==> config.mk <==
export PLATFORM = sky130hd
export DESIGN_NAME = sliding_puzzle_heuristic_core
export DESIGN_NICKNAME = d
export VERILOG_FILES = /design/src/hdl/sph_pkg.sv /design/src/hdl/sliding_puzzle_heuristic_core.sv /design/src/hdl/sph_lookup.sv /design/src/hdl/sph_score.sv /design/src/hdl/sph_reduce.sv
export SDC_FILE = /design/constraint.sdc
export NUM_CORES = 1
export LEC_CHECK = 0
export BUFFER_PORTS_ARGS = -buffer_cell sky130_fd_sc_hd__buf_2
export CAP_MARGIN = 30
export CORE_MARGIN = 10
export CORE_UTILIZATION = 45
export DETAILED_ROUTE_END_ITERATION = 8
export PLACE_DENSITY = 0.69
export SYNTH_ARGS = -nofsm -noshare
export SYNTH_HDL_FRONTEND = slang
export SYNTH_SLANG_ARGS = --single-unit
==> constraint.sdc <==
create_clock -name clk_i -period 9.3 [get_ports clk_i]
set_clock_uncertainty 0.2 [all_clocks]
set_input_delay 1.86 -clock clk_i [delete_from_list [all_inputs] [get_ports clk_i]]
set_output_delay 1.86 -clock clk_i [all_outputs]
set_load 0.005 [all_outputs]
==> src/hdl/sph_pkg.sv <==
`timescale 1ns / 1ps
// ----------------------------------------------------------------------------
// Sliding-puzzle heuristic package
// Shared widths, register codes, configuration struct and the small
// division helpers for board sides of two, three and four.
// ----------------------------------------------------------------------------
package sph_pkg;

  // Fixed field widths.
  localparam int MAX_SIDE   = 4;
  localparam int TILE_W     = 4;
  localparam int NUM_TILES  = 16;
  localparam int BOARD_W    = 64;
  localparam int EST_W      = 8;
  localparam int MODE_W     = 2;
  localparam int SIDE_W     = 3;
  localparam int CFG_IDX_W  = 2;
  localparam int CFG_DATA_W = 64;

  // Register reset values and limits.
  localparam logic [MODE_W-1:0]     MODE_RESET = '0;
  localparam logic [SIDE_W-1:0]     SIDE_MIN   = 3'd2;
  localparam logic [SIDE_W-1:0]     SIDE_RESET = 3'd3;
  localparam logic [CFG_DATA_W-1:0] GOAL_RESET = 64'hFEDC_BA98_7654_3210;
  localparam logic [EST_W-1:0]      EST_MAX    = 8'hFF;

  // Estimate selection.
  typedef enum logic [MODE_W-1:0] {
    MODE_MANHATTAN = 2'd0,
    MODE_HAMMING   = 2'd1,
    MODE_CONFLICT  = 2'd2
  } mode_e;

  // Configuration register indexes.
  typedef enum logic [CFG_IDX_W-1:0] {
    CFG_MODE = 2'd0,
    CFG_SIDE = 2'd1,
    CFG_GOAL = 2'd2
  } cfg_idx_e;

  // Settings seen by the lookup, scoring and output stages. The side is already clamped.
  typedef struct packed {
    mode_e             mode;
    logic [SIDE_W-1:0] side;
  } cfg_t;

  // Row of a 4-bit cell index on a board of the given side.
  // Division by three uses the reciprocal 11/32, exact for values up to 15.
  function automatic logic [2:0] side_div(input logic [TILE_W-1:0] val,
                                          input logic [SIDE_W-1:0] s);
    logic [7:0] prod;
    prod = 8'(val) * 8'd11;
    case (s)
      3'd2:    side_div = val[3:1];
      3'd3:    side_div = prod[7:5];
      default: side_div = {1'b0, val[3:2]};
    endcase
  endfunction

  // Column of a 4-bit cell index on a board of the given side.
  function automatic logic [1:0] side_mod(input logic [TILE_W-1:0] val,
                                          input logic [SIDE_W-1:0] s);
    logic [2:0] quo;
    logic [3:0] base;
    quo  = side_div(val, s);
    base = 4'(quo) * 4'd3;
    case (s)
      3'd2:    side_mod = {1'b0, val[0]};
      3'd3:    side_mod = 2'(val - base);
      default: side_mod = val[1:0];
    endcase
  endfunction

  // Absolute difference of two small unsigned values.
  function automatic logic [2:0] abs_diff(input logic [2:0] a, input logic [2:0] b);
    abs_diff = (a > b) ? (a - b) : (b - a);
  endfunction

endpackage

==> src/hdl/sliding_puzzle_heuristic_core.sv <==
`timescale 1ns / 1ps
// ----------------------------------------------------------------------------
// Sliding-puzzle heuristic core
// Scores one packed board per cycle unless the output stalls, using the Manhattan,
// Hamming or Manhattan plus linear conflict distance against a configurable goal table.
//
//   Channel   Signals                              Direction  Payload
//   in        in_valid_i / in_ready_o              sink       board_i (64 bits)
//   out       out_valid_o / out_ready_i            source     estimate_o (8 bits)
//   cfg       cfg_we_i, cfg_idx_i, cfg_wdata_i     sink       mode, side, goal table
//
// One item per cycle is accepted while the output is not stalled; each item
// passes through goal lookup, scoring, two adder levels and final select.
// Every stage carries its own valid bit and loads when it is empty or when
// the stage after it moves, so stalls on the output back up without loss.
// Reset empties the pipeline and loads the default configuration.
// The user must write configuration only while no item is in flight; the block does not enforce this.
// ----------------------------------------------------------------------------
module sliding_puzzle_heuristic_core import sph_pkg::*; #(
  parameter int MaxSide = MAX_SIDE
) (
  input  logic                  clk_i,
  input  logic                  rst_ni,
  input  logic                  in_valid_i,
  output logic                  in_ready_o,
  input  logic [BOARD_W-1:0]    board_i,
  output logic                  out_valid_o,
  input  logic                  out_ready_i,
  output logic [EST_W-1:0]      estimate_o,
  input  logic                  cfg_we_i,
  input  logic [CFG_IDX_W-1:0]  cfg_idx_i,
  input  logic [CFG_DATA_W-1:0] cfg_wdata_i
);

  localparam int NumCells     = MaxSide * MaxSide;
  localparam int NumLines     = 2 * MaxSide;
  localparam int PairsPerLine = MaxSide * (MaxSide - 1) / 2;
  localparam int DistW        = $clog2(NumCells * 15 + 1);
  localparam int HamW         = $clog2(NumCells + 1);
  localparam int ConfW        = $clog2(NumLines * PairsPerLine + 1);
  localparam int SumW         = ((DistW > ConfW + 1) ? DistW : ConfW + 1) + 1;
  localparam int TotW         = (SumW > EST_W) ? SumW : EST_W + 1;

  // Configuration registers.
  logic [MODE_W-1:0]     mode_d, mode_q;
  logic [SIDE_W-1:0]     side_d, side_q;
  logic [CFG_DATA_W-1:0] goal_d, goal_q;
  logic [SIDE_W-1:0]     side_eff;
  cfg_t                  cfg;

  // Pipeline links.
  logic                                  lk_valid, lk_ready;
  logic [NumCells-1:0][TILE_W-1:0]       lk_goal;
  logic [NumCells-1:0]                   lk_act;
  logic                                  sc_valid, sc_ready;
  logic [NumCells-1:0][3:0]              sc_dist;
  logic [NumCells-1:0]                   sc_ham;
  logic [NumLines-1:0][PairsPerLine-1:0] sc_conf;
  logic                                  rd_valid, rd_ready;
  logic [DistW-1:0]                      rd_dist;
  logic [HamW-1:0]                       rd_ham;
  logic [ConfW-1:0]                      rd_conf;

  // Output stage.
  logic             out_valid_q;
  logic [EST_W-1:0] est_d, est_q;
  logic [TotW-1:0]  total;

  // Register writes.
  always_comb begin
    mode_d = mode_q;
    side_d = side_q;
    goal_d = goal_q;
    if (cfg_we_i) begin
      case (cfg_idx_e'(cfg_idx_i))
        CFG_MODE: mode_d = cfg_wdata_i[MODE_W-1:0];
        CFG_SIDE: side_d = cfg_wdata_i[SIDE_W-1:0];
        CFG_GOAL: goal_d = cfg_wdata_i;
        default:  ;
      endcase
    end
  end

  always_ff @(posedge clk_i or negedge rst_ni) begin
    if (!rst_ni) begin
      mode_q <= MODE_RESET;
      side_q <= SIDE_RESET;
      goal_q <= GOAL_RESET;
    end else begin
      mode_q <= mode_d;
      side_q <= side_d;
      goal_q <= goal_d;
    end
  end

  // Clamp the side into the supported range.
  always_comb begin
    if (side_q < SIDE_MIN) begin
      side_eff = SIDE_MIN;
    end else if (side_q > SIDE_W'(MaxSide)) begin
      side_eff = SIDE_W'(MaxSide);
    end else begin
      side_eff = side_q;
    end
  end

  assign cfg.mode = mode_e'(mode_q);
  assign cfg.side = side_eff;

  sph_lookup #(.MaxSide(MaxSide)) u_lookup (
    .clk_i      (clk_i),
    .rst_ni     (rst_ni),
    .cfg_i      (cfg),
    .goal_tbl_i (goal_q),
    .valid_i    (in_valid_i),
    .ready_o    (in_ready_o),
    .board_i    (board_i),
    .valid_o    (lk_valid),
    .ready_i    (lk_ready),
    .goal_o     (lk_goal),
    .act_o      (lk_act)
  );

  sph_score #(.MaxSide(MaxSide)) u_score (
    .clk_i   (clk_i),
    .rst_ni  (rst_ni),
    .cfg_i   (cfg),
    .valid_i (lk_valid),
    .ready_o (lk_ready),
    .goal_i  (lk_goal),
    .act_i   (lk_act),
    .valid_o (sc_valid),
    .ready_i (sc_ready),
    .dist_o  (sc_dist),
    .ham_o   (sc_ham),
    .conf_o  (sc_conf)
  );

  sph_reduce #(.MaxSide(MaxSide)) u_reduce (
    .clk_i   (clk_i),
    .rst_ni  (rst_ni),
    .valid_i (sc_valid),
    .ready_o (sc_ready),
    .dist_i  (sc_dist),
    .ham_i   (sc_ham),
    .conf_i  (sc_conf),
    .valid_o (rd_valid),
    .ready_i (rd_ready),
    .dist_o  (rd_dist),
    .ham_o   (rd_ham),
    .conf_o  (rd_conf)
  );

  // Pick the estimate; each reversed pair adds two moves.
  always_comb begin
    case (cfg.mode)
      MODE_HAMMING:  total = TotW'(rd_ham);
      MODE_CONFLICT: total = TotW'(rd_dist) + (TotW'(rd_conf) << 1);
      default:       total = TotW'(rd_dist);
    endcase
    est_d = (total > TotW'(EST_MAX)) ? EST_MAX : total[EST_W-1:0];
  end

  assign rd_ready = !out_valid_q || out_ready_i;

  // Output register.
  always_ff @(posedge clk_i or negedge rst_ni) begin
    if (!rst_ni) begin
      out_valid_q <= 1'b0;
    end else if (rd_ready) begin
      out_valid_q <= rd_valid;
    end
  end

  always_ff @(posedge clk_i) begin
    if (rd_ready && rd_valid) begin
      est_q <= est_d;
    end
  end

  assign out_valid_o = out_valid_q;
  assign estimate_o  = est_q;

endmodule

==> src/hdl/sph_lookup.sv <==
`timescale 1ns / 1ps
// ----------------------------------------------------------------------------
// Goal lookup stage
// Unpacks the board, looks up each tile's goal cell and marks the cells
// that hold a tile on the active part of the board.
// ----------------------------------------------------------------------------
module sph_lookup import sph_pkg::*; #(
  parameter  int MaxSide  = MAX_SIDE,
  localparam int NumCells = MaxSide * MaxSide
) (
  input  logic                                clk_i,
  input  logic                                rst_ni,
  input  cfg_t                                cfg_i,
  input  logic [NUM_TILES-1:0][TILE_W-1:0]    goal_tbl_i,
  input  logic                                valid_i,
  output logic                                ready_o,
  input  logic [BOARD_W-1:0]                  board_i,
  output logic                                valid_o,
  input  logic                                ready_i,
  output logic [NumCells-1:0][TILE_W-1:0]     goal_o,
  output logic [NumCells-1:0]                 act_o
);

  logic                            valid_q;
  logic [NumCells-1:0][TILE_W-1:0] goal_d, goal_q;
  logic [NumCells-1:0]             act_d, act_q;
  logic [5:0]                      cells;

  // The stage takes a new item whenever it is empty or drains this cycle.
  assign ready_o = !valid_q || ready_i;
  assign cells   = 6'(cfg_i.side) * 6'(cfg_i.side);

  // Per-cell tile decode and goal lookup.
  always_comb begin
    logic [TILE_W-1:0] tile;
    tile = '0;
    for (int i = 0; i < NumCells; i++) begin
      tile      = board_i[i*TILE_W +: TILE_W];
      goal_d[i] = goal_tbl_i[tile];
      act_d[i]  = (tile != '0) && (6'(i) < cells);
    end
  end

  // Stage valid bit.
  always_ff @(posedge clk_i or negedge rst_ni) begin
    if (!rst_ni) begin
      valid_q <= 1'b0;
    end else if (ready_o) begin
      valid_q <= valid_i;
    end
  end

  // Stage payload.
  always_ff @(posedge clk_i) begin
    if (ready_o && valid_i) begin
      goal_q <= goal_d;
      act_q  <= act_d;
    end
  end

  assign valid_o = valid_q;
  assign goal_o  = goal_q;
  assign act_o   = act_q;

endmodule

==> src/hdl/sph_score.sv <==
`timescale 1ns / 1ps
// ----------------------------------------------------------------------------
// Scoring stage
// Works out each tile's row plus column distance and its misplaced flag,
// and flags every reversed pair of tiles within a row or a column.
// ----------------------------------------------------------------------------
module sph_score import sph_pkg::*; #(
  parameter  int MaxSide      = MAX_SIDE,
  localparam int NumCells     = MaxSide * MaxSide,
  localparam int NumLines     = 2 * MaxSide,
  localparam int PairsPerLine = MaxSide * (MaxSide - 1) / 2,
  localparam int CellW        = $clog2(NumCells)
) (
  input  logic                                  clk_i,
  input  logic                                  rst_ni,
  input  cfg_t                                  cfg_i,
  input  logic                                  valid_i,
  output logic                                  ready_o,
  input  logic [NumCells-1:0][TILE_W-1:0]       goal_i,
  input  logic [NumCells-1:0]                   act_i,
  output logic                                  valid_o,
  input  logic                                  ready_i,
  output logic [NumCells-1:0][3:0]              dist_o,
  output logic [NumCells-1:0]                   ham_o,
  output logic [NumLines-1:0][PairsPerLine-1:0] conf_o
);

  logic                                  valid_q;
  logic [NumCells-1:0][3:0]              dist_d, dist_q;
  logic [NumCells-1:0]                   ham_d, ham_q;
  logic [NumLines-1:0][PairsPerLine-1:0] conf_d, conf_q;
  logic [NumCells-1:0][2:0]              grow;
  logic [NumCells-1:0][1:0]              gcol;

  assign ready_o = !valid_q || ready_i;

  // Goal row and column, distance and misplaced flag of each cell.
  always_comb begin
    logic [2:0] crow;
    logic [1:0] ccol;
    crow = '0;
    ccol = '0;
    for (int i = 0; i < NumCells; i++) begin
      grow[i]   = side_div(goal_i[i], cfg_i.side);
      gcol[i]   = side_mod(goal_i[i], cfg_i.side);
      crow      = side_div(4'(i), cfg_i.side);
      ccol      = side_mod(4'(i), cfg_i.side);
      dist_d[i] = act_i[i] ?
                  (4'(abs_diff(crow, grow[i])) + 4'(abs_diff({1'b0, ccol}, {1'b0, gcol[i]})))
                  : 4'd0;
      ham_d[i]  = act_i[i] && (goal_i[i] != 4'(i));
    end
  end

  // Reversed pairs. Lines 0 .. MaxSide-1 are rows, the rest are columns.
  // A tile belongs to a line when its goal lies in that same line.
  always_comb begin
    logic [4:0]                      idx;
    logic [CellW-1:0]                pos;
    logic                            on_line;
    logic [MaxSide-1:0]              mem;
    logic [MaxSide-1:0][TILE_W-1:0]  sgoal;
    int                              p;
    idx     = '0;
    pos     = '0;
    on_line = 1'b0;
    mem     = '0;
    sgoal   = '0;
    p       = 0;
    conf_d  = '0;
    for (int dir = 0; dir < 2; dir++) begin
      for (int l = 0; l < MaxSide; l++) begin
        for (int k = 0; k < MaxSide; k++) begin
          idx      = (dir == 0) ? (5'(l) * 5'(cfg_i.side) + 5'(k))
                                : (5'(k) * 5'(cfg_i.side) + 5'(l));
          on_line  = (3'(l) < cfg_i.side) && (3'(k) < cfg_i.side);
          pos      = on_line ? idx[CellW-1:0] : '0;
          sgoal[k] = goal_i[pos];
          mem[k]   = on_line && act_i[pos] &&
                     ((dir == 0) ? (grow[pos] == 3'(l)) : ({1'b0, gcol[pos]} == 3'(l)));
        end
        p = 0;
        for (int k = 0; k < MaxSide; k++) begin
          for (int j = k + 1; j < MaxSide; j++) begin
            conf_d[dir*MaxSide + l][p] = mem[k] && mem[j] && (sgoal[k] > sgoal[j]);
            p++;
          end
        end
      end
    end
  end

  // Stage valid bit.
  always_ff @(posedge clk_i or negedge rst_ni) begin
    if (!rst_ni) begin
      valid_q <= 1'b0;
    end else if (ready_o) begin
      valid_q <= valid_i;
    end
  end

  // Stage payload.
  always_ff @(posedge clk_i) begin
    if (ready_o && valid_i) begin
      dist_q <= dist_d;
      ham_q  <= ham_d;
      conf_q <= conf_d;
    end
  end

  assign valid_o = valid_q;
  assign dist_o  = dist_q;
  assign ham_o   = ham_q;
  assign conf_o  = conf_q;

endmodule

==> src/hdl/sph_reduce.sv <==
`timescale 1ns / 1ps
// ----------------------------------------------------------------------------
// Reduction stages
// Two registered adder levels: per-group partial sums and per-line conflict
// counts first, then the board totals of distance, misplaced tiles and
// reversed pairs.
// ----------------------------------------------------------------------------
module sph_reduce import sph_pkg::*; #(
  parameter  int MaxSide      = MAX_SIDE,
  localparam int NumCells     = MaxSide * MaxSide,
  localparam int NumLines     = 2 * MaxSide,
  localparam int PairsPerLine = MaxSide * (MaxSide - 1) / 2,
  localparam int PartW        = $clog2(MaxSide * 15 + 1),
  localparam int HpartW       = $clog2(MaxSide + 1),
  localparam int LineCntW     = $clog2(PairsPerLine + 1),
  localparam int DistW        = $clog2(NumCells * 15 + 1),
  localparam int HamW         = $clog2(NumCells + 1),
  localparam int ConfW        = $clog2(NumLines * PairsPerLine + 1)
) (
  input  logic                                  clk_i,
  input  logic                                  rst_ni,
  input  logic                                  valid_i,
  output logic                                  ready_o,
  input  logic [NumCells-1:0][3:0]              dist_i,
  input  logic [NumCells-1:0]                   ham_i,
  input  logic [NumLines-1:0][PairsPerLine-1:0] conf_i,
  output logic                                  valid_o,
  input  logic                                  ready_i,
  output logic [DistW-1:0]                      dist_o,
  output logic [HamW-1:0]                       ham_o,
  output logic [ConfW-1:0]                      conf_o
);

  logic                              part_valid_q, tot_valid_q;
  logic                              part_ready, tot_ready;
  logic [MaxSide-1:0][PartW-1:0]     dpart_d, dpart_q;
  logic [MaxSide-1:0][HpartW-1:0]    hpart_d, hpart_q;
  logic [NumLines-1:0][LineCntW-1:0] lcnt_d, lcnt_q;
  logic [DistW-1:0]                  dist_d, dist_q;
  logic [HamW-1:0]                   ham_d, ham_q;
  logic [ConfW-1:0]                  conf_d, conf_q;

  assign tot_ready  = !tot_valid_q || ready_i;
  assign part_ready = !part_valid_q || tot_ready;
  assign ready_o    = part_ready;

  // First level: one partial per group of MaxSide cells, one count per line.
  always_comb begin
    for (int g = 0; g < MaxSide; g++) begin
      dpart_d[g] = '0;
      hpart_d[g] = '0;
      for (int c = 0; c < MaxSide; c++) begin
        dpart_d[g] = dpart_d[g] + PartW'(dist_i[g*MaxSide + c]);
        hpart_d[g] = hpart_d[g] + HpartW'(ham_i[g*MaxSide + c]);
      end
    end
    for (int ln = 0; ln < NumLines; ln++) begin
      lcnt_d[ln] = '0;
      for (int p = 0; p < PairsPerLine; p++) begin
        lcnt_d[ln] = lcnt_d[ln] + LineCntW'(conf_i[ln][p]);
      end
    end
  end

  // Second level: board totals.
  always_comb begin
    dist_d = '0;
    ham_d  = '0;
    conf_d = '0;
    for (int g = 0; g < MaxSide; g++) begin
      dist_d = dist_d + DistW'(dpart_q[g]);
      ham_d  = ham_d + HamW'(hpart_q[g]);
    end
    for (int ln = 0; ln < NumLines; ln++) begin
      conf_d = conf_d + ConfW'(lcnt_q[ln]);
    end
  end

  // Valid bits of both levels.
  always_ff @(posedge clk_i or negedge rst_ni) begin
    if (!rst_ni) begin
      part_valid_q <= 1'b0;
      tot_valid_q  <= 1'b0;
    end else begin
      if (part_ready) begin
        part_valid_q <= valid_i;
      end
      if (tot_ready) begin
        tot_valid_q <= part_valid_q;
      end
    end
  end

  // Payload of both levels.
  always_ff @(posedge clk_i) begin
    if (part_ready && valid_i) begin
      dpart_q <= dpart_d;
      hpart_q <= hpart_d;
      lcnt_q  <= lcnt_d;
    end
    if (tot_ready && part_valid_q) begin
      dist_q <= dist_d;
      ham_q  <= ham_d;
      conf_q <= conf_d;
    end
  end

  assign valid_o = tot_valid_q;
  assign dist_o  = dist_q;
  assign ham_o   = ham_q;
  assign conf_o  = conf_q;

endmodule

# ---- Yosys cells after proc, flatten, opt, wreduce, memory -nomap -nowiden
# Cells that the tools add are included.
dict set report op_classes {
  addsub 194
  reduce_logical 227
  mul 44
  muxes 258
  n_lt_le_gt_ge 134
  eq_ne 45
}
# op count
set op_table {}
lappend op_table {{$bmux W4 S4} 31}
lappend op_table {{$gt A4 B4 Y1} 48}
lappend op_table {{$logic_and A1 B1 Y1} 187}
lappend op_table {{$bmux W3 S4} 15}
lappend op_table {{$mux W4} 42}
lappend op_table {{$lt A4 B5 Y1 const B} 31}
lappend op_table {{$mux W3} 51}
lappend op_table {{$mul A4 B4 Y8 const B} 16}
lappend op_table {{$pmux W3 S2} 21}
lappend op_table {{$add A3 B1 Y3} 40}
lappend op_table {{$bmux W2 S4} 15}
lappend op_table {{$pmux W2 S2} 25}
lappend op_table {{$sub A2 B2 Y3} 28}
lappend op_table {{$add A3 B3 Y4} 18}
lappend op_table {{$reduce_bool A4 Y1} 17}
lappend op_table {{$mul A3 B2 Y2 const B} 22}
lappend op_table {{$bmux W1 S4} 15}
lappend op_table {{$add A6 B4 Y6} 8}
lappend op_table {{$lt A4 B6 Y1 const A} 8}
lappend op_table {{$mux W2} 24}
lappend op_table {{$sub A3 B3 Y3} 16}
lappend op_table {{$add A6 B3 Y6} 6}
lappend op_table {{$ne A4 B4 Y1 const B} 8}
lappend op_table {{$sub A2 B2 Y2} 16}
lappend op_table {{52 further kinds} 194}
dict set report totals {
  regBits 369
  input_bits 135
  out_inout_bits 10
  word_cells 972
}

# ---- Logic depth before layout (Yosys ltp)
dict set report depth {
  word_depth 14
  depth_mapped 36
  depth_no_buf 27
}

# ---- Hierarchy
# A second synthesis with hierarchy kept.
dict set report hier_totals {
  cells_unflattened 5184
  area_unflattened_um2 51853.5
}
# module n_inst seq_area_each_um2 area_each_um2 cells_each
set modules_own_cells {}
lappend modules_own_cells {sph_score 1 3868.7 31108.6 3713}
lappend modules_own_cells {sph_lookup 1 2427.3 11463.5 820}
lappend modules_own_cells {sph_reduce 1 2422.3 5952.0 431}
lappend modules_own_cells {sliding_puzzle_heuristic_core 1 2034.5 3329.4 220}

# ---- Worst setup path before layout
# Ideal clock, no wire load.
dict set report synth_path {
  kind {register -> register}
  startpoint {reg side_q[2]}
  endpoint {reg u_score.dist_q, in the netlist u_score.dist_o[30] (data pin)}
  stages_incl_launch_ff 33
  setup_time_ns 0.255
  n_path_buf 9
  arrival_ns 7.066
  path_slack_ns 1.779
  t_required_ns 8.845
  synth_period_minus_slack_ns 7.521
  cell_sequence {dfrtp_1 buf_2 and3b_1 clkbuf_1 buf_2 buf_2 buf_2 buf_2 inv_1 ha_1 and2b_1 inv_2 ha_1 buf_2 buf_2 clkbuf_1 o21ai_0 a21oi_1 inv_1 ha_1 inv_1 ha_1 nor2_1 xnor2_1 xnor2_1 xnor2_1 a22oi_1 ha_1 a21boi_0 mux2_2 fa_1 xor2_1 and2_1}
}
dict set report synth_between {
  elab_chain_len 11
  word_cells_on_any_way 23
  cone_classes {7 x add/sub; 2 x mul; 4 x order compare; 2 x eq/ne; 8 x mux}
}
# element line_no
set synth_rtl {}
lappend synth_rtl {{start: declaration} sliding_puzzle_heuristic_core.sv:46} ;# logic [SIDE_W-1:0] side_d, side_q;
lappend synth_rtl {{start signal: assignment} sliding_puzzle_heuristic_core.sv:91} ;# side_q <= side_d;
lappend synth_rtl {{$gt A3 B3 Y1} sliding_puzzle_heuristic_core.sv:100} ;# end else if (side_q > SIDE_W'(MaxSide)) begin
lappend synth_rtl {{$mux W3} sliding_puzzle_heuristic_core.sv:100}
lappend synth_rtl {{$mux W3 (*)} sliding_puzzle_heuristic_core.sv:98} ;# if (side_q < SIDE_MIN) begin
lappend synth_rtl {{$eq A3 B2 Y1} {sph_pkg.sv:53, sph_pkg.sv:67}}
lappend synth_rtl {{$pmux W3 S2 or $pmux W2 S2 (tied branches)} sph_pkg.sv:53} ;# case (s)
lappend synth_rtl {{$mul A3 B2 Y2 or $mul A2 B1 Y2 (tied branches)} sph_pkg.sv:66} ;# base = 4'(quo) * 4'd3;
lappend synth_rtl {{$sub A2 B2 Y2} sph_pkg.sv:69} ;# 3'd3: side_mod = 2'(val - base);
lappend synth_rtl {{$pmux W2 S2} sph_pkg.sv:67} ;# case (s)
lappend synth_rtl {{$sub A2 B2 Y3 or $gt A2 B2 Y1 (tied branches)} sph_pkg.sv:76} ;# abs_diff = (a > b) ? (a - b) : (b - a);
lappend synth_rtl {{$mux W3} sph_pkg.sv:76}
lappend synth_rtl {{$add A3 B3 Y4 (*)} sph_score.sv:49} ;# (4'(abs_diff(crow, grow[i])) + 4'(abs_diff({1'b0, ccol}, {1'b0, gcol[i]})))
lappend synth_rtl {{end signal: assignment} sph_score.sv:105} ;# dist_q <= dist_d;
lappend synth_rtl {{end: declaration} sph_score.sv:29} ;# logic [NumCells-1:0][3:0] dist_d, dist_q;
# Mark *: on every way between the ends. The rest lies on a longest branch, timed or not.
# A chain may end at the register's enable or synchronous reset.

# ---- Final worst setup path
dict set report layout_path {
  startpoint {reg side_q[2]}
  endpoint {reg u_score.dist_q, in the netlist u_score.dist_o[63] (data pin)}
}
dict set report layout_between {
  elab_chain_len 11
  word_cells_on_any_way 23
  cone_classes {7 x add/sub; 2 x mul; 4 x order compare; 2 x eq/ne; 8 x mux}
}
# element line_no
set layout_rtl {}
lappend layout_rtl {{$gt A3 B3 Y1} sliding_puzzle_heuristic_core.sv:100}
lappend layout_rtl {{$mux W3} sliding_puzzle_heuristic_core.sv:100}
lappend layout_rtl {{$mux W3 (*)} sliding_puzzle_heuristic_core.sv:98}
lappend layout_rtl {{$eq A3 B2 Y1} {sph_pkg.sv:53, sph_pkg.sv:67}}
lappend layout_rtl {{$pmux W3 S2} sph_pkg.sv:53}
lappend layout_rtl {{$mul A3 B2 Y2} sph_pkg.sv:66}
lappend layout_rtl {{$sub A2 B2 Y2} sph_pkg.sv:69}
lappend layout_rtl {{$pmux W2 S2} sph_pkg.sv:67}
lappend layout_rtl {{$sub A2 B2 Y3 or $gt A2 B2 Y1 (tied branches)} sph_pkg.sv:76}
lappend layout_rtl {{$mux W3} sph_pkg.sv:76}
lappend layout_rtl {{$add A3 B3 Y4 (*)} sph_score.sv:49}
# Marks and branches as above.

==> flow_summary.json <==
{
  "die_w_um": 331,
  "die_y_um": 331,
  "dieArea_mm2": 0.109,
  "antenna_found_initial": 8,
  "rsz0062_at_grt": "false",
  "async_reset_ff_frac": 0.201,
  "p_switching_mw": 7.43,
  "avgViaCountPerCell": 6.50,
  "drive_gt1_frac": 0.200,
  "ctsHoldBuffers": 0,
  "routedWlPerCell_um": 28.6,
  "portBuffers": 144,
  "tightest_slew_ps": 1150,
  "timing.final.crit_share": 0.820,
  "clk_pin_slew_ps": 60,
  "clockBufferDepth": 3,
  "ir_drop_uv": 359,
  "placed_area_mm2": 0.0453,
  "floorplan.rows": 113,
  "drt-total-wl_um": 152000,
  "finalPower_mw": 15.8,
  "internal_power_mw": 8.33,
  "status": "complete, no violations",
  "end_kind": "flip-flop",
  "hold_class": "flip-flop to flip-flop",
  "power_leakage_nw": 20.0,
  "start_util": 0.455,
  "synth.distinct_cells": 96,
  "cts_setup_buffers": 0,
  "synthAdderAreaFrac": 0.238,
  "synth_simple_gate_area_frac": 0.101,
  "nNetsFinal": 4888,
  "grt_usage": 0.276,
  "antenna_left": 0,
  "hpwl_um": 117000,
  "fin_area_mm2": 0.0468,
  "num_vias": 34600,
  "ys_ff_latch": 369,
  "setup_violations": 0,
  "cp.required_ps": 9490,
  "fin_setup_tns_ps": 0,
  "pin_count": 145,
  "final.fill_count": 8571,
  "synth_top_family_by_area": "adder cells",
  "first_iter_violations": 4544,
  "cp_max_fo": 74,
  "cts_tree": "done",
  "ys.warnings.count": 0,
  "drv_cap": 0,
  "yosys.area_share.xor_xnor": 0.0227,
  "muxShareOfSynthArea": 0.218,
  "syn_area_mm2": 0.0434,
  "grt_pass1_vias": 34200,
  "placeableCoreArea_mm2": 0.0954,
  "power.share.clock": 0.117,
  "clock_latency_ps": 670,
  "worst-setup-path-type": "flip-flop to flip-flop",
  "synth_compound_area_frac": 0.113,
  "p_per_area_mw_per_mm2": 336,
  "start_kind": "flip-flop",
  "area.growth.synth_to_final_pct": 7.81,
  "cp.arrival_ps": 7810,
  "synthFlopType": "edfxtp_1",
  "grt_remaining_overflow": 0,
  "syn_inst": 4017,
  "swShare": 0.472,
  "gp_congestion": 1.04,
  "p_comb_frac": 0.664,
  "finish.utilization": 0.491,
  "relSlewSlack": 0.228,
  "grt_pass1_wl_um": 226000,
  "min_period_ps": 7630,
  "yosysSeqAreaShare": 0.248,
  "synth_edf_count": 295,
  "cts_root_buf": "clkbuf_16",
  "cts.sinks": 369,
  "ctsHtreeMaxLevel": 2,
  "cts_resized": 0,
  "firstDrtPassIters": 7,
  "avgSynthCellArea_um2": 10.8,
  "finalMaxSlewViolations": 0,
  "route.detailed.drc": 0,
  "max_freq_ghz": 0.131,
  "cts_buffers": 45,
  "finalHoldViolCount": 0,
  "seq_power_share": 0.219,
  "grt_max_degree": 75
}
-- area by class of cell --
class / instances / area (um^2) / area share
multi-input combinational: 2963 / 30100 / 0.643
sequential: 369 / 10800 / 0.230
timing repair buffer: 225 / 1330 / 0.0285
inverter: 406 / 1520 / 0.0325
clock inverter: 34 / 379 / 0.00809
clock buffer: 50 / 1140 / 0.0244
antenna: 2 / 5.00 / 0.000107
tap: 1265 / 1580 / 0.0338
-- flip-flops by register name (all words and copies together), names as in the netlist, 12 cells and up --
register,cells
u_reduce.hpart_q,12
u_score.conf_o,48
u_lookup.act_o,16
u_score.ham_o,16
u_lookup.goal_o,64
u_reduce.dpart_q,24
goal_q,64
u_score.dist_o,64
u_reduce.lcnt_q,24
-- power groups by stage --
stage / sequential (mW) / clock (mW) / combinational (mW)
after floorplan: 2.98 / 0 / 7.57
after global placement: 3.43 / 0 / 10.0
after detailed placement: 3.45 / 0 / 10.3
after CTS: 3.42 / 1.87 / 10.4
after global routing: 3.48 / 1.93 / 11.7
final: 3.44 / 1.84 / 10.5
-- logic make-up (layout without fill, tap and decap cells) --
group                    Yosys count  count (layout)
AND/OR/NAND/NOR                  864             864
adder cells (fa/ha/maj)          743             743
flip-flops                       369             369
XOR/XNOR                         108             108
multiplexers                     505             505
AO/OA/AOI/OAI                    740             740
other                              2               5
buffers and inverters            686             715
-- Yosys cell counts (all sizes together) (14+ instances only) --
cell | n | area share
ha | 603 | 0.17
inv | 404 | 0.035
mux4 | 342 | 0.18
edfxtp | 295 | 0.20
nand2 | 222 | 0.019
a21oi | 221 | 0.026
clkbuf | 201 | 0.017
nor2 | 170 | 0.015
o21ai | 161 | 0.019
fa | 140 | 0.065
mux2 | 102 | 0.026
nor2b | 89 | 0.013
buf | 79 | 0.0076
nor3 | 75 | 0.0088
a21o | 72 | 0.012
xnor2 | 70 | 0.014
and2 | 69 | 0.010
nand2b | 67 | 0.0096
mux2i | 61 | 0.014
nand3 | 43 | 0.0050
dfrtp | 40 | 0.023
a41o | 37 | 0.0085
xor2 | 35 | 0.0071
dfstp | 34 | 0.021
nand4 | 34 | 0.0049
nor4 | 28 | 0.0040
a211oi | 24 | 0.0043
a31oi | 21 | 0.0030
a41oi | 19 | 0.0038
o211ai | 17 | 0.0029
a2111oi | 16 | 0.0032
and3 | 16 | 0.0023
a22oi | 14 | 0.0025
-- cells in the final DEF (no fill, tap or decap), types with 19 or more instances in the layout --
master	Yosys	final
ha_1	603	601
buf_4	0	74
nand4_1	34	34
a31oi_1	21	21
clkbuf_16	0	45
a211oi_1	23	23
dfstp_2	34	34
dfrtp_1	40	39
xnor2_1	70	70
nor3_1	74	74
fa_1	140	140
inv_1	400	400
nand3_1	43	43
buf_2	21	147
and2_1	68	65
edfxtp_1	295	295
o21ai_0	153	153
a41o_1	37	37
xor2_1	35	35
nor2_1	169	169
nand2_1	222	222
nor2b_1	89	89
mux2i_1	61	61
a21oi_1	220	220
mux4_2	342	342
nand2b_1	67	67
nor4_1	28	28
mux2_2	101	101
a21o_1	72	72
a41oi_1	19	19
-- per-stage QoR --
stage | setup slack (ps) | hold WS, ps | instances
3_3_place_gp | 2150 | 261 | 5218
5_1_grt | 1410 | 326 | 5313
4_1_cts | 1910 | 283 | 5309
2_1_floorplan | 1780 | 248 | 4018
3_5_place_dp | 1980 | 267 | 5225
6_report | 1670 | 285 | 5314
-- worst max-delay path, cell delays in order, from the launching register on --
cell and delay [ps]:
dfrtp_4 740, and3b_2 350, buf_4 560, inv_1 200, ha_4 380, nand4bb_2 310
inv_2 660, nand2_1 80, and2_1 290, inv_1 150, ha_1 280, nand2_1 70
a2111oi_0 470, a31o_2 180, nor4_1 60, xnor2_1 200, mux2i_1 210, nand2_1 180
inv_1 150, ha_1 240, a21boi_0 290, mux2_2 410, ha_1 300, a21o_1 160
a21oi_1 140, nor2_1 50
-- final timing paths --
kind / from / to / slack [ps] / cells after the start
setup / recovery: side_q[2]$_DFFE_PN0P_ / u_score.dist_o[63]$_SDFFCE_PN0P_ / 1670 / 25
hold / removal: u_score.valid_o$_DFFE_PN0P_ / u_reduce.part_valid_q$_DFFE_PN0P_ / 290 / 1
setup reg to reg: side_q[2]$_DFFE_PN0P_ / u_score.dist_o[63]$_SDFFCE_PN0P_ / 1670 / 25
hold reg to reg: u_score.valid_o$_DFFE_PN0P_ / u_reduce.part_valid_q$_DFFE_PN0P_ / 290 / 1
max in group asynchronous: rst_ni / goal_q[38]$_DFFE_PN0P_ / 6860 / 2
min in group asynchronous: rst_ni / side_q[2]$_DFFE_PN0P_ / 880 / 1
-- metal layers --
metal | part of all wire | vias up | global-route usage
li1 | - | 15000 | -
met1 | 0.39 | 16900 | 0.357
met2 | 0.44 | 2179 | 0.422
met3 | 0.11 | 500 | 0.0661
met4 | 0.069 | 6 | 0.155
met5 | 0.00028 | - | 0
No activity file was read; power rests on OpenSTA's default activity.
